===== src/design/dde_pkg.sv =====
// Package for the decimal digit emitter: sizes, character codes,
// register indexes and the controller state type.
// No dependencies.
package dde_pkg;

    // Positions that one transaction can emit, and the conversion sizes.
    localparam int MAX_DIGITS = 10;
    localparam int VALUE_W    = 32;
    localparam int BCD_W      = 4 * MAX_DIGITS;
    localparam int CONV_CNT_W = $clog2(VALUE_W);
    localparam int COUNT_W    = 4;

    // Field widths fixed by the interface.
    localparam int CHAR_W   = 6;
    localparam int COL_IN_W = 7;
    localparam int COL_W    = 8;
    localparam int ROW_W    = 6;
    localparam int FONT_W   = 5;
    localparam int CFG_W    = 5;
    localparam int CFG_IDX_W = 1;

    // Character codes.
    localparam logic [CHAR_W-1:0] CHAR_SPACE = 6'd32;
    localparam logic [CHAR_W-1:0] CHAR_ZERO  = 6'd48;

    // Configuration register indexes and reset values.
    localparam logic [CFG_IDX_W-1:0] REG_FONT_HEIGHT   = 1'd0;
    localparam logic [CFG_IDX_W-1:0] REG_DRAW_POLARITY = 1'd1;
    localparam logic [FONT_W-1:0]    FONT_HEIGHT_RST   = 5'd12;
    localparam logic                 DRAW_POLARITY_RST = 1'b1;

    // Controller states.
    typedef enum logic [1:0] {
        ST_IDLE,
        ST_CONV,
        ST_EMIT
    } t_state;

endpackage


===== src/design/decimal_digit_emitter.sv =====
// Top level of the decimal digit emitter: bit-serial binary to BCD
// conversion followed by a digit-serial character emitter.
// Depends on dde_pkg.
//
//  Channel   Signals                                        Direction
//  --------  ---------------------------------------------  ---------
//  input     i_in_valid / o_in_ready, value, count, col, row in
//  output    o_out_valid / i_out_ready, char, col, row, pol, last out
//  config    i_cfg_we, i_cfg_index, i_cfg_data               in
//
// A transaction is accepted, converted one value bit per cycle through the
// shift-and-add-3 digit register, then emitted one digit position per cycle
// while the output is free, through all MAX_DIGITS positions.
// Reset is synchronous and active low; it clears the controller, the output
// valid and the configuration registers. A stalled output holds the emitter
// in place; the input stays not ready until the last character is loaded.
module decimal_digit_emitter (
    input  logic                          i_clk,
    input  logic                          i_rst_n,
    input  logic                          i_in_valid,
    output logic                          o_in_ready,
    input  logic [dde_pkg::VALUE_W-1:0]   i_value,
    input  logic [dde_pkg::COUNT_W-1:0]   i_digit_count,
    input  logic [dde_pkg::COL_IN_W-1:0]  i_start_column,
    input  logic [dde_pkg::ROW_W-1:0]     i_row_position,
    output logic                          o_out_valid,
    input  logic                          i_out_ready,
    output logic [dde_pkg::CHAR_W-1:0]    o_char_code,
    output logic [dde_pkg::COL_W-1:0]     o_column_position,
    output logic [dde_pkg::ROW_W-1:0]     o_row_out,
    output logic                          o_polarity_out,
    output logic                          o_is_last,
    input  logic                          i_cfg_we,
    input  logic [dde_pkg::CFG_IDX_W-1:0] i_cfg_index,
    input  logic [dde_pkg::CFG_W-1:0]     i_cfg_data
);
    import dde_pkg::*;

    // Correct every BCD digit of 5 or more by adding 3 before the shift.
    function automatic logic [BCD_W-1:0] bcd_adjust(input logic [BCD_W-1:0] bcd);
        logic [BCD_W-1:0] res;
        res = bcd;
        for (int d = 0; d < MAX_DIGITS; d++) begin
            if (bcd[4*d +: 4] >= 4'd5) begin
                res[4*d +: 4] = bcd[4*d +: 4] + 4'd3;
            end
        end
        return res;
    endfunction

    t_state                r_state, n_state;
    logic [FONT_W-1:0]     r_font_height;
    logic                  r_draw_polarity;
    logic [VALUE_W-1:0]    r_bin;
    logic [BCD_W-1:0]      r_bcd;
    logic [CONV_CNT_W-1:0] r_conv_cnt;
    logic [COUNT_W-1:0]    r_count;
    logic [COUNT_W-1:0]    r_idx;
    logic [COL_W-1:0]      r_col;
    logic [ROW_W-1:0]      r_row;
    logic                  r_shown;
    logic                  r_out_valid;
    logic [CHAR_W-1:0]     r_char;
    logic [COL_W-1:0]      r_col_out;
    logic [ROW_W-1:0]      r_row_out;
    logic                  r_pol_out;
    logic                  r_last_out;

    logic                  w_accept;
    logic                  w_conv;
    logic                  w_conv_done;
    logic                  w_emit;
    logic                  w_in_range;
    logic                  w_advance;
    logic                  w_load;
    logic [3:0]            w_digit;
    logic                  w_last;
    logic                  w_blank;
    logic [COUNT_W-1:0]    w_count_sat;
    logic [COL_W-1:0]      w_step;
    logic [BCD_W-1:0]      w_bcd_adj;

    // Clamp the digit count to 1..MAX_DIGITS.
    always_comb begin
        if (i_digit_count == '0) begin
            w_count_sat = COUNT_W'(1);
        end else if (i_digit_count > COUNT_W'(MAX_DIGITS)) begin
            w_count_sat = COUNT_W'(MAX_DIGITS);
        end else begin
            w_count_sat = i_digit_count;
        end
    end

    // Next state.
    always_comb begin
        n_state = r_state;
        case (r_state)
            ST_IDLE: begin
                if (i_in_valid) begin
                    n_state = ST_CONV;
                end
            end
            ST_CONV: begin
                if (r_conv_cnt == CONV_CNT_W'(VALUE_W - 1)) begin
                    n_state = ST_EMIT;
                end
            end
            ST_EMIT: begin
                if (w_advance && (r_idx == '0)) begin
                    n_state = ST_IDLE;
                end
            end
            default: n_state = ST_IDLE;
        endcase
    end

    // State-decoded controls.
    always_comb begin
        o_in_ready = 1'b0;
        w_conv     = 1'b0;
        w_emit     = 1'b0;
        case (r_state)
            ST_IDLE: o_in_ready = 1'b1;
            ST_CONV: w_conv     = 1'b1;
            ST_EMIT: w_emit     = 1'b1;
            default: o_in_ready = 1'b0;
        endcase
    end

    assign w_accept    = i_in_valid && o_in_ready;
    assign w_conv_done = w_conv && (r_conv_cnt == CONV_CNT_W'(VALUE_W - 1));
    assign w_bcd_adj   = bcd_adjust(r_bcd);

    // Emit step: positions above the count are shifted out without a result.
    assign w_in_range = (r_idx < r_count);
    assign w_advance  = w_emit && (!w_in_range || !r_out_valid || i_out_ready);
    assign w_load     = w_advance && w_in_range;
    assign w_digit    = r_bcd[BCD_W-1 -: 4];
    assign w_last     = (r_idx == '0);
    assign w_blank    = !r_shown && !w_last && (w_digit == 4'd0);
    assign w_step     = COL_W'(r_font_height >> 1);

    // Controller and configuration registers.
    always_ff @(posedge i_clk) begin
        if (!i_rst_n) begin
            r_state         <= ST_IDLE;
            r_out_valid     <= 1'b0;
            r_font_height   <= FONT_HEIGHT_RST;
            r_draw_polarity <= DRAW_POLARITY_RST;
        end else begin
            r_state <= n_state;
            if (w_load) begin
                r_out_valid <= 1'b1;
            end else if (i_out_ready) begin
                r_out_valid <= 1'b0;
            end
            if (i_cfg_we) begin
                case (i_cfg_index)
                    REG_FONT_HEIGHT:   r_font_height   <= i_cfg_data;
                    REG_DRAW_POLARITY: r_draw_polarity <= i_cfg_data[0];
                    default:           r_font_height   <= r_font_height;
                endcase
            end
        end
    end

    // Conversion and emit datapath.
    always_ff @(posedge i_clk) begin
        if (w_accept) begin
            r_bin      <= i_value;
            r_bcd      <= '0;
            r_conv_cnt <= '0;
            r_count    <= w_count_sat;
            r_col      <= COL_W'(i_start_column);
            r_row      <= i_row_position;
            r_shown    <= 1'b0;
        end else if (w_conv) begin
            r_bcd      <= {w_bcd_adj[BCD_W-2:0], r_bin[VALUE_W-1]};
            r_bin      <= {r_bin[VALUE_W-2:0], 1'b0};
            r_conv_cnt <= r_conv_cnt + CONV_CNT_W'(1);
        end else if (w_advance) begin
            r_bcd <= {r_bcd[BCD_W-5:0], 4'd0};
            if (w_load) begin
                r_col   <= r_col + w_step;
                r_shown <= r_shown || !w_blank;
            end
        end
        if (w_conv_done) begin
            r_idx <= COUNT_W'(MAX_DIGITS - 1);
        end else if (w_advance) begin
            r_idx <= r_idx - COUNT_W'(1);
        end
    end

    // Output register.
    always_ff @(posedge i_clk) begin
        if (w_load) begin
            r_char     <= w_blank ? CHAR_SPACE : (CHAR_ZERO + CHAR_W'(w_digit));
            r_col_out  <= r_col;
            r_row_out  <= r_row;
            r_pol_out  <= r_draw_polarity;
            r_last_out <= w_last;
        end
    end

    assign o_out_valid       = r_out_valid;
    assign o_char_code       = r_char;
    assign o_column_position = r_col_out;
    assign o_row_out         = r_row_out;
    assign o_polarity_out    = r_pol_out;
    assign o_is_last         = r_last_out;

    // The finished conversion always hands over to the emit state.
    a_conv_to_emit: assert property (@(posedge i_clk) disable iff (!i_rst_n)
        w_conv_done |=> (r_state == ST_EMIT))
        else $error("conversion did not hand over to emit");

    // The final character of a run is never blanked.
    a_last_shown: assert property (@(posedge i_clk) disable iff (!i_rst_n)
        (o_out_valid && o_is_last) |-> (o_char_code != CHAR_SPACE))
        else $error("last character blanked");

    // Every digit loaded into the output register is a valid decimal digit.
    a_bcd_digit: assert property (@(posedge i_clk) disable iff (!i_rst_n)
        w_load |-> (w_digit <= 4'd9))
        else $error("invalid BCD digit emitted");

    // A new transaction is never accepted twice in a row.
    a_one_item: assert property (@(posedge i_clk) disable iff (!i_rst_n)
        w_accept |=> !o_in_ready)
        else $error("input accepted during conversion");

endmodule


===== config.mk =====
export PLATFORM = sky130hd
export DESIGN_NAME = decimal_digit_emitter
export DESIGN_NICKNAME = d
export VERILOG_FILES = /design/src/design/dde_pkg.sv /design/src/design/decimal_digit_emitter.sv
export SDC_FILE = /design/constraint.sdc
export NUM_CORES = 1
export LEC_CHECK = 0
export BUFFER_PORTS_ARGS = -buffer_cell sky130_fd_sc_hd__buf_4
export CORE_ASPECT_RATIO = 0.75
export CORE_MARGIN = 1
export CORE_UTILIZATION = 53
export CTS_BUF_LIST = sky130_fd_sc_hd__clkbuf_8 sky130_fd_sc_hd__clkbuf_16
export CTS_CLUSTER_DIAMETER = 40
export DETAILED_ROUTE_END_ITERATION = 10
export HOLD_SLACK_MARGIN = 0.15
export PLACE_DENSITY = 0.8
export REMOVE_ABC_BUFFERS = 1
export SLEW_MARGIN = 25
export SYNTH_ARGS = -nofsm -noshare
export SYNTH_HDL_FRONTEND = slang
export SYNTH_SLANG_ARGS = --single-unit

===== constraint.sdc =====
create_clock -name i_clk -period 4.3 [get_ports i_clk]
set_input_delay 0.43 -clock i_clk [delete_from_list [all_inputs] [get_ports i_clk]]
set_output_delay 0.43 -clock i_clk [all_outputs]
set_load 0.01 [all_outputs]

# Word level (Yosys, flattened, before mapping)
# Index checks and enable logic that the tools add are counted.
# W data, S select, Z words.
# word_totals
register_bits	131
wordCells	112
in_bits	60
# classes
muxes	28
add_sub_neg	14
n_eq_ne	7
reduce_logical	30
bitwise_logic	2
magnitude_cmp	12
# op_table
op	count
$mux W40	2
$mux W32	2
$ge A4 B3 Y1 const B	10
$mux W4	10
$add A4 B2 Y4 const B	9
$mux W7	4
$logic_not A4 Y1	3
$reduce_bool A2 Y1	5
$reduce_and A3 Y1	3
$add A8 B4 Y8	1
$ne A2 B2 Y1 const B	4
$logic_and A1 B1 Y1	7
$add A5 B5 Y6 const A	1
$mux W2	3
$pmux W2 S3	1
$add A5 B1 Y5 const B	1
$eq A5 B5 Y1 const B	1
$logic_not A1 Y1	5
$mux W1	5
$gt A4 B4 Y1 const B	1
$lt A4 B4 Y1	1
$reduce_and A2 Y1	2
$sub A4 B1 Y4 const B	1
$add A3 B2 Y3 const B	1
other kinds (7)	10

# Depth between registers and ports, before layout
# Gate-level depths: netlist of run 1.
# depth
depth_word	10
depth_mapped	9

# Worst setup path before layout of run 1
# No wires, ideal clock.
# synth_path
path_type	register -> register
start	register r_count[3]
end	register r_col[7]
path_buffers	0
arrival_time_ns	2.329
synth_period_minus_slack_ns	2.449
setup_time_ns	0.120
setup_slack_ns	1.851
stages_incl_launch_ff	8
path_cell_list	edfxtp_1 -> inv_1 -> ha_1 -> a21oi_1 -> o21ai_2 -> nor2_1 -> nand4_1 -> mux2i_1
# synth_via
elab_chain_len	7
# synth_rtl
item	line_no	rtl
from (decl)	decimal_digit_emitter.sv:57	logic [COUNT_W-1:0] r_count;
from (signal assigned)	decimal_digit_emitter.sv:173	r_count <= w_count_sat;
$lt A4 B4 Y1 *	decimal_digit_emitter.sv:135	assign w_in_range = (r_idx < r_count);
$logic_not A1 Y1	decimal_digit_emitter.sv:136	assign w_advance = w_emit && (!w_in_range || !r_out_valid || i_out_ready);
$logic_or A1 B1 Y1 (2 in series)	decimal_digit_emitter.sv:136	
$logic_and A1 B1 Y1	decimal_digit_emitter.sv:136	
$logic_and A1 B1 Y1 *	decimal_digit_emitter.sv:137	assign w_load = w_advance && w_in_range;
net w_load	decimal_digit_emitter.sv:75	logic w_load;
$reduce_and A3 Y1 (no source line) *	-	
to (signal assigned)	decimal_digit_emitter.sv:174	r_col <= COL_W'(i_start_column);
to (signal assigned)	decimal_digit_emitter.sv:184	r_col <= r_col + w_step;
to (decl)	decimal_digit_emitter.sv:59	logic [COL_W-1:0] r_col;
# Mark *: on every way through the listed nets, which the timed path passes. The rest lies on a longest branch.
# A chain may end at the register's enable or synchronous reset.

# Worst setup path after layout of run 1
# Ends and elaborated chain as after synthesis.

==> results of run 1 <==
-- routing by layer --
layer / part of all wire [%] / up-vias / wire, um
li1: - / 2443 / -
met1: 45 / 2361 / 6313
met2: 47 / 173 / 6573
met3: 5.9 / 31 / 832
met4: 2.2 / 0 / 312
met5: 0 / - / 0
-- state kept, by name, indices dropped and copies added, names as in the netlist --
register           cells
o_row_out              6
r_shown                1
r_bin                 32
o_char_code            5
o_polarity_out         1
r_state                2
o_column_position      8
o_is_last              1
r_font_height          4
r_col                  8
r_idx                  4
o_out_valid            1
r_conv_cnt             5
r_bcd                 40
r_row                  6
r_count                4
r_draw_polarity        1
-- cell type report --
type | count | area, um^2
Sequential cell | 129 | 3283
Timing Repair Buffer | 89 | 668.1
Fill cell | 868 | 4001
Clock buffer | 17 | 425.4
Inverter | 37 | 138.9
Clock inverter | 15 | 145.1
Tap cell | 162 | 202.7
Multi-Input combinational cell | 461 | 2749
-- per-stage QoR --
stage / total power, mW / instances / hold slack [ps]
2_1_floorplan: 1.773 / 627 / 400.3
3_3_place_gp: 1.890 / 878 / 401.6
3_5_place_dp: 1.917 / 878 / 405.4
4_1_cts: 3.308 / 910 / 179.1
5_1_grt: 3.425 / 910 / 174.0
6_report: 3.296 / 910 / 187.8
-- path summary, 6_finish.rpt --
path	slack [ps]	endpoint	startpoint	depth (start not counted)
worst min register to register	420	o_row_out[0]$_DFFE_PP_	r_row[0]$_DFFE_PP_	0
worst max-delay path	2080	r_col[7]$_SDFFE_PP0P_	r_count[3]$_SDFFCE_PP0P_	7
worst max register to register	2080	r_col[7]$_SDFFE_PP0P_	r_count[3]$_SDFFCE_PP0P_	7
worst min-delay path	190	r_row[3]$_DFFE_PP_	i_row_position[3]	1
-- synth_stat cells, types with 4 or more instances --
| cell type | count | area, um^2 |
|---|---|---|
| a211oi_1 | 9 | 67.56 |
| a21o_1 | 5 | 37.54 |
| a21oi_1 | 43 | 215.2 |
| a221oi_2 | 11 | 165.2 |
| a22oi_1 | 10 | 75.07 |
| a31oi_1 | 21 | 131.4 |
| buf_2 | 6 | 30.03 |
| buf_4 | 4 | 30.03 |
| clkbuf_1 | 23 | 86.33 |
| dfxtp_1 | 59 | 1181 |
| edfxtp_1 | 70 | 2102 |
| ha_1 | 31 | 387.9 |
| inv_1 | 37 | 138.9 |
| mux2i_1 | 5 | 50.05 |
| nand2_1 | 163 | 611.8 |
| nand2b_1 | 12 | 75.07 |
| nand3_1 | 8 | 40.04 |
| nor2_1 | 39 | 146.4 |
| nor2b_1 | 8 | 50.05 |
| nor3_1 | 18 | 90.09 |
| o21ai_0 | 23 | 115.1 |
| xnor2_1 | 15 | 131.4 |
| xor2_1 | 8 | 70.07 |
-- kinds of logic after synthesis --
logic type      count (synthesis)  share of synthesized area (%)
simple gates                  257                          17.04
compound gates                142                          15.52
xor+xnor                       23                          3.175
buf+inv                        74                          5.088
fa+ha+maj                      33                          6.586
other cells                     1                        0.05910
flops                         129                          51.75
mux                             5                         0.7888
-- power by group through the flow --
stage,combinational [mW],sequential [mW],clock [mW]
after floorplan,0.283,1.49,0
after global placement,0.386,1.50,0
after detailed placement,0.406,1.51,0
after CTS,0.418,1.49,1.40
after global routing,0.471,1.50,1.45
final,0.419,1.49,1.39
-- critical path, delay by kind of cell, from the launching register on --
family,cells,cell delay (ps)
simple gates,2,800
flops,1,310
buf+inv,1,50
compound gates,2,410
fa+ha+maj,1,310
mux,1,240
==> impl_metrics.py, run 1 <==
metrics = {
    "floorplanning": {
        "io_pins": 84,
        "die_x_um": 128.3,
        "start_util_pct": 54.63,
        "core_mm2": 0.01161,
        "rows": 34,
        "die_y_um": 96.76,
        "die-area_mm2": 0.01242,
    },
    "pwr": {
        "p_int_mw": 2.432,
        "power.share.switching_pct": 26.21,
        "p_leak_nw": 3.136,
        "power_density_mw_per_mm2": 433.0,
        "combPwrFrac_pct": 12.7,
        "power_frac_seq_pct": 45.2,
        "ir_worst_vdd_v": 0.0003456,
        "p_clk_share_pct": 42.1,
        "switchingPower_uw": 863.7,
    },
    "detailed_routing": {
        "postRouteAntennaNets": 0,
        "route.detailed.drc": 0,
        "via_count": 5008,
        "wl_per_cell_um": 15.42,
        "first_pass_iters": 6,
        "detail_route.vias_per_cell": 5.503,
        "drt_iter0_drc": 527,
        "routed_wl_um": 14030,
    },
    "synth": {
        "yosys_most_used_dff": "edfxtp_1",
        "synthArstFlopShare_pct": 0,
        "netlist_area_mm2": 0.006345,
        "yosysWarnings": 0,
        "synth.avg_cell_area_um2": 9.555,
        "ys_seq_area_share_pct": 51.75,
        "syn_inst": 664,
        "synth_cell_types": 47,
        "synth_edf_count": 70,
        "synth-seq-cells": 129,
    },
    "job": {
        "max_cap_violations": 0,
    },
    "clocking": {
        "cts_num_sinks": 129,
        "htreeDepth": 4,
        "cts.reportedPaths.clkPinSlew_ps": 60,
        "cts_made_buffers": 17,
        "cts_resized": 0,
        "insertion_delay_ps": 420,
        "cts_tree": "yes",
        "cts_setup_buffers": 0,
        "clockBufferDepth": 2,
        "root_buffer": "clkbuf_16",
        "cts.hold.buffers_added": 0,
    },
    "critical_path": {
        "critPathSlowestCell": "nor2_4",
        "crit_arrival_ps": 2560,
        "critPathKind": "reg2reg",
        "endpoint_kind": "flip-flop",
        "critPathMaxFanout": 24,
        "startpoint_type": "flip-flop",
        "critPathMaxStageDelay_ps": 560,
        "crit_required_ps": 4640,
        "crit_chain": "inv_1, ha_1, a21oi_1, o21ai_2, nor2_4, nand4_1, mux2i_1",
    },
    "global_route": {
        "grt_pass1_wl_um": 23160,
        "grt_max_degree": 52,
        "overflow": 0,
        "grt_usage_pct": 23.81,
        "use_met2_pct": 37.13,
        "antenna_found_initial": 0,
        "grt_busiest_layer": "met2",
        "use_met1_pct": 31.17,
        "grt_pass1_vias": 4843,
        "met3_usage_pct": 6.692,
    },
    "timing": {
        "fmax_mhz": 450.3,
        "period_minus_slack_ps": 2221,
        "slew_headroom_pct": 51.64,
        "fin_skew_ps": 9.241,
        "fin_ws_ps": 2079,
        "finalSetupTns_ps": 0,
        "tightest_slew_ps": 720.5,
        "post-route-period-util_pct": 51.65,
        "rsz0062_at_grt": "false",
        "hold_viol_final": 0,
        "setup_violations": 0,
        "final-max-slew-violation-count": 0,
    },
    "finish": {
        "drive_gt1_share_pct": 18.98,
        "area_growth_pct": 19.98,
        "n_antenna_cell": 0,
        "finish.utilization_pct": 65.55,
        "fin_nets": 827,
        "final_cell_mix": "nand2_1 (163), buf_4 (89), edfxtp_1 (70)",
        "fin_area_mm2": 0.007612,
        "final_common_cell": "nand2_1",
    },
    "place": {
        "numPortBuffers": 82,
        "place_hpwl_um": 8841,
        "place_ws_ps": 1952,
        "postPlaceCellArea_mm2": 0.007042,
        "gp_congestion": 0.7958,
    },
    "hold_path": {
        "holdCritPathClass": "in2reg",
    },
    "outcome": {
        "outcome": "completed",
    },
}
(Power assumes the default switching activity.)
==> run 2, diff against run 1 <==
Clock period 4.3 ns to 2.1 ns, I/O delays scaled along.
==> impl_metrics.py, run 2 (same netlist as run 1, synthesis figures left out) <==
metrics = {
    "job": {
        "max_cap_violations": 0,
    },
    "finish": {
        "final_cell_mix": "nand2_1 (163), buf_4 (90), edfxtp_1 (70)",
        "nFillCells": 772,
        "top_regs": "r_bcd: 40 flops, r_bin: 32 flops",
        "fin_nets": 894,
        "top_register": "r_bcd",
        "area_growth_pct": 31.53,
        "largest_reg_flops": 40,
        "fin_cells": 977,
        "final_common_cell": "nand2_1",
        "drive_gt1_share_pct": 18.16,
        "n_antenna_cell": 0,
        "finish.utilization_pct": 71.86,
        "fin_area_mm2": 0.008346,
    },
    "outcome": {
        "outcome": "completed",
    },
    "place": {
        "postPlaceCellArea_mm2": 0.007164,
        "placed_cells": 885,
        "gp_congestion": 0.7691,
        "numPortBuffers": 82,
        "place_ws_ps": 153.4,
        "place_hpwl_um": 9051,
    },
    "detailed_routing": {
        "route.detailed.drc": 0,
        "drt_iter0_drc": 563,
        "via_count": 5438,
        "wl_per_cell_um": 16.48,
        "first_pass_iters": 5,
        "routed_wl_um": 16100,
        "postRouteAntennaNets": 0,
        "detail_route.vias_per_cell": 5.566,
    },
    "critical_path": {
        "crit_required_ps": 2400,
        "critPathMaxStageDelay_ps": 410,
        "crit_buf_inv": 1,
        "path_delay_family": "compound AO/OA/AOI/OAI gates",
        "crit_arrival_ps": 2290,
        "critPathSlowestCell": "or2_4",
        "critPathKind": "reg2reg",
        "crit_chain": "inv_1, ha_1, o211ai_2, o2111a_1, or2_4, a221oi_2, nor2_1",
        "startpoint_type": "flip-flop",
        "critPathMaxFanout": 29,
        "endpoint_kind": "flip-flop",
    },
    "clocking": {
        "cts.reportedPaths.clkPinSlew_ps": 50,
        "htreeDepth": 4,
        "cts_tree": "yes",
        "cts_num_sinks": 129,
        "cts.hold.buffers_added": 60,
        "insertion_delay_ps": 430,
        "cts_resized": 0,
        "cts_made_buffers": 17,
        "root_buffer": "clkbuf_16",
        "clockBufferDepth": 2,
        "cts_setup_buffers": 0,
    },
    "timing": {
        "slew_headroom_pct": 58.41,
        "fin_ws_ps": 111.9,
        "final-max-slew-violation-count": 0,
        "setup_violations": 0,
        "rsz0062_at_grt": "false",
        "hold_viol_final": 0,
        "tightest_slew_ps": 622.6,
        "fmax_mhz": 503.0,
        "post-route-period-util_pct": 94.67,
        "finalSetupTns_ps": 0,
        "period_minus_slack_ps": 1988,
        "fin_skew_ps": 17.95,
    },
    "floorplanning": {
        "die_y_um": 96.76,
        "die-area_mm2": 0.01242,
        "die_x_um": 128.3,
        "core_mm2": 0.01161,
        "io_pins": 84,
        "rows": 34,
        "start_util_pct": 54.63,
    },
    "pwr": {
        "power_density_mw_per_mm2": 837.4,
        "p_leak_nw": 3.446,
        "ir_worst_vdd_v": 0.0005488,
    },
    "global_route": {
        "grt_usage_pct": 27.75,
        "antenna_found_initial": 0,
        "overflow": 0,
        "grt_pass1_vias": 5430,
        "grt_pass1_wl_um": 26340,
        "grt_max_degree": 42,
    },
    "hold_path": {
        "holdCritPathClass": "in2reg",
    },
}
run 2: changes by cell type in the layout (fill, tap and decap cells not counted), moves of 2 or more:
cell / previous run / this run
clkinv_2: 6 / 4
clkinvlp_4: 5 / 3
dlygate4sd3_1: 0 / 60
buf_12: 0 / 6
run 2: layer usage:
metal / GRT usage [%] / vias up / wire length [um]
met5: 0 / - / 0
met4: 17.65 / 0 / 845
met3: 7.246 / 70 / 1033
met2: 44.07 / 262 / 7651
met1: 33.42 / 2531 / 6568
li1: - / 2575 / -
run 2: metrics by stage:
stage	total power, mW	hold slack (ps)
detailed placement	3.961	392.6
finish	6.989	167.9
floorplan	3.630	271.9
CTS	6.943	176.9
global placement	3.902	390.9
global route	7.240	206.6
run 2: layout make-up:
cell class / count / area [um^2] / share of cell area [%]
inverters: 37 / 138.9 / 1.664
clock inverters: 14 / 141.4 / 1.694
flip-flops and latches: 129 / 3283 / 39.34
well taps: 162 / 202.7 / 2.429
clock buffers: 18 / 439.2 / 5.262
repair buffers: 156 / 1396 / 16.73
multi-input cells: 461 / 2744 / 32.88
run 2: path summary, 6_finish.rpt:
path	from	to	slack, ps	cells after the start
worst max register to register	r_count[3]$_SDFFCE_PP0P_	r_bcd[36]$_SDFFE_PP0P_	110	7
worst min register to register	r_row[5]$_DFFE_PP_	o_row_out[5]$_DFFE_PP_	420	0
worst max-delay path	r_count[3]$_SDFFCE_PP0P_	r_bcd[36]$_SDFFE_PP0P_	110	7
worst min-delay path	i_digit_count[2]	r_count[2]$_SDFFCE_PP0P_	170	2
run 2: where the power goes:
part | internal [mW] | total (mW) | switching [mW]
combinational | 0.453 | 1.00 | 0.551
sequential | 2.90 | 3.06 | 0.163
clock | 1.77 | 2.92 | 1.15
total | 5.12 | 6.99 | 1.87
run 2: worst register-to-register path, delay by kind of cell, from the launching register on:
kind | cells | cell delay, ps
flip-flops | 1 | 320
adder cells (fa/ha/maj) | 1 | 310
AND/OR/NAND/NOR | 2 | 480
AO/OA/AOI/OAI | 3 | 730
buffers and inverters | 1 | 40
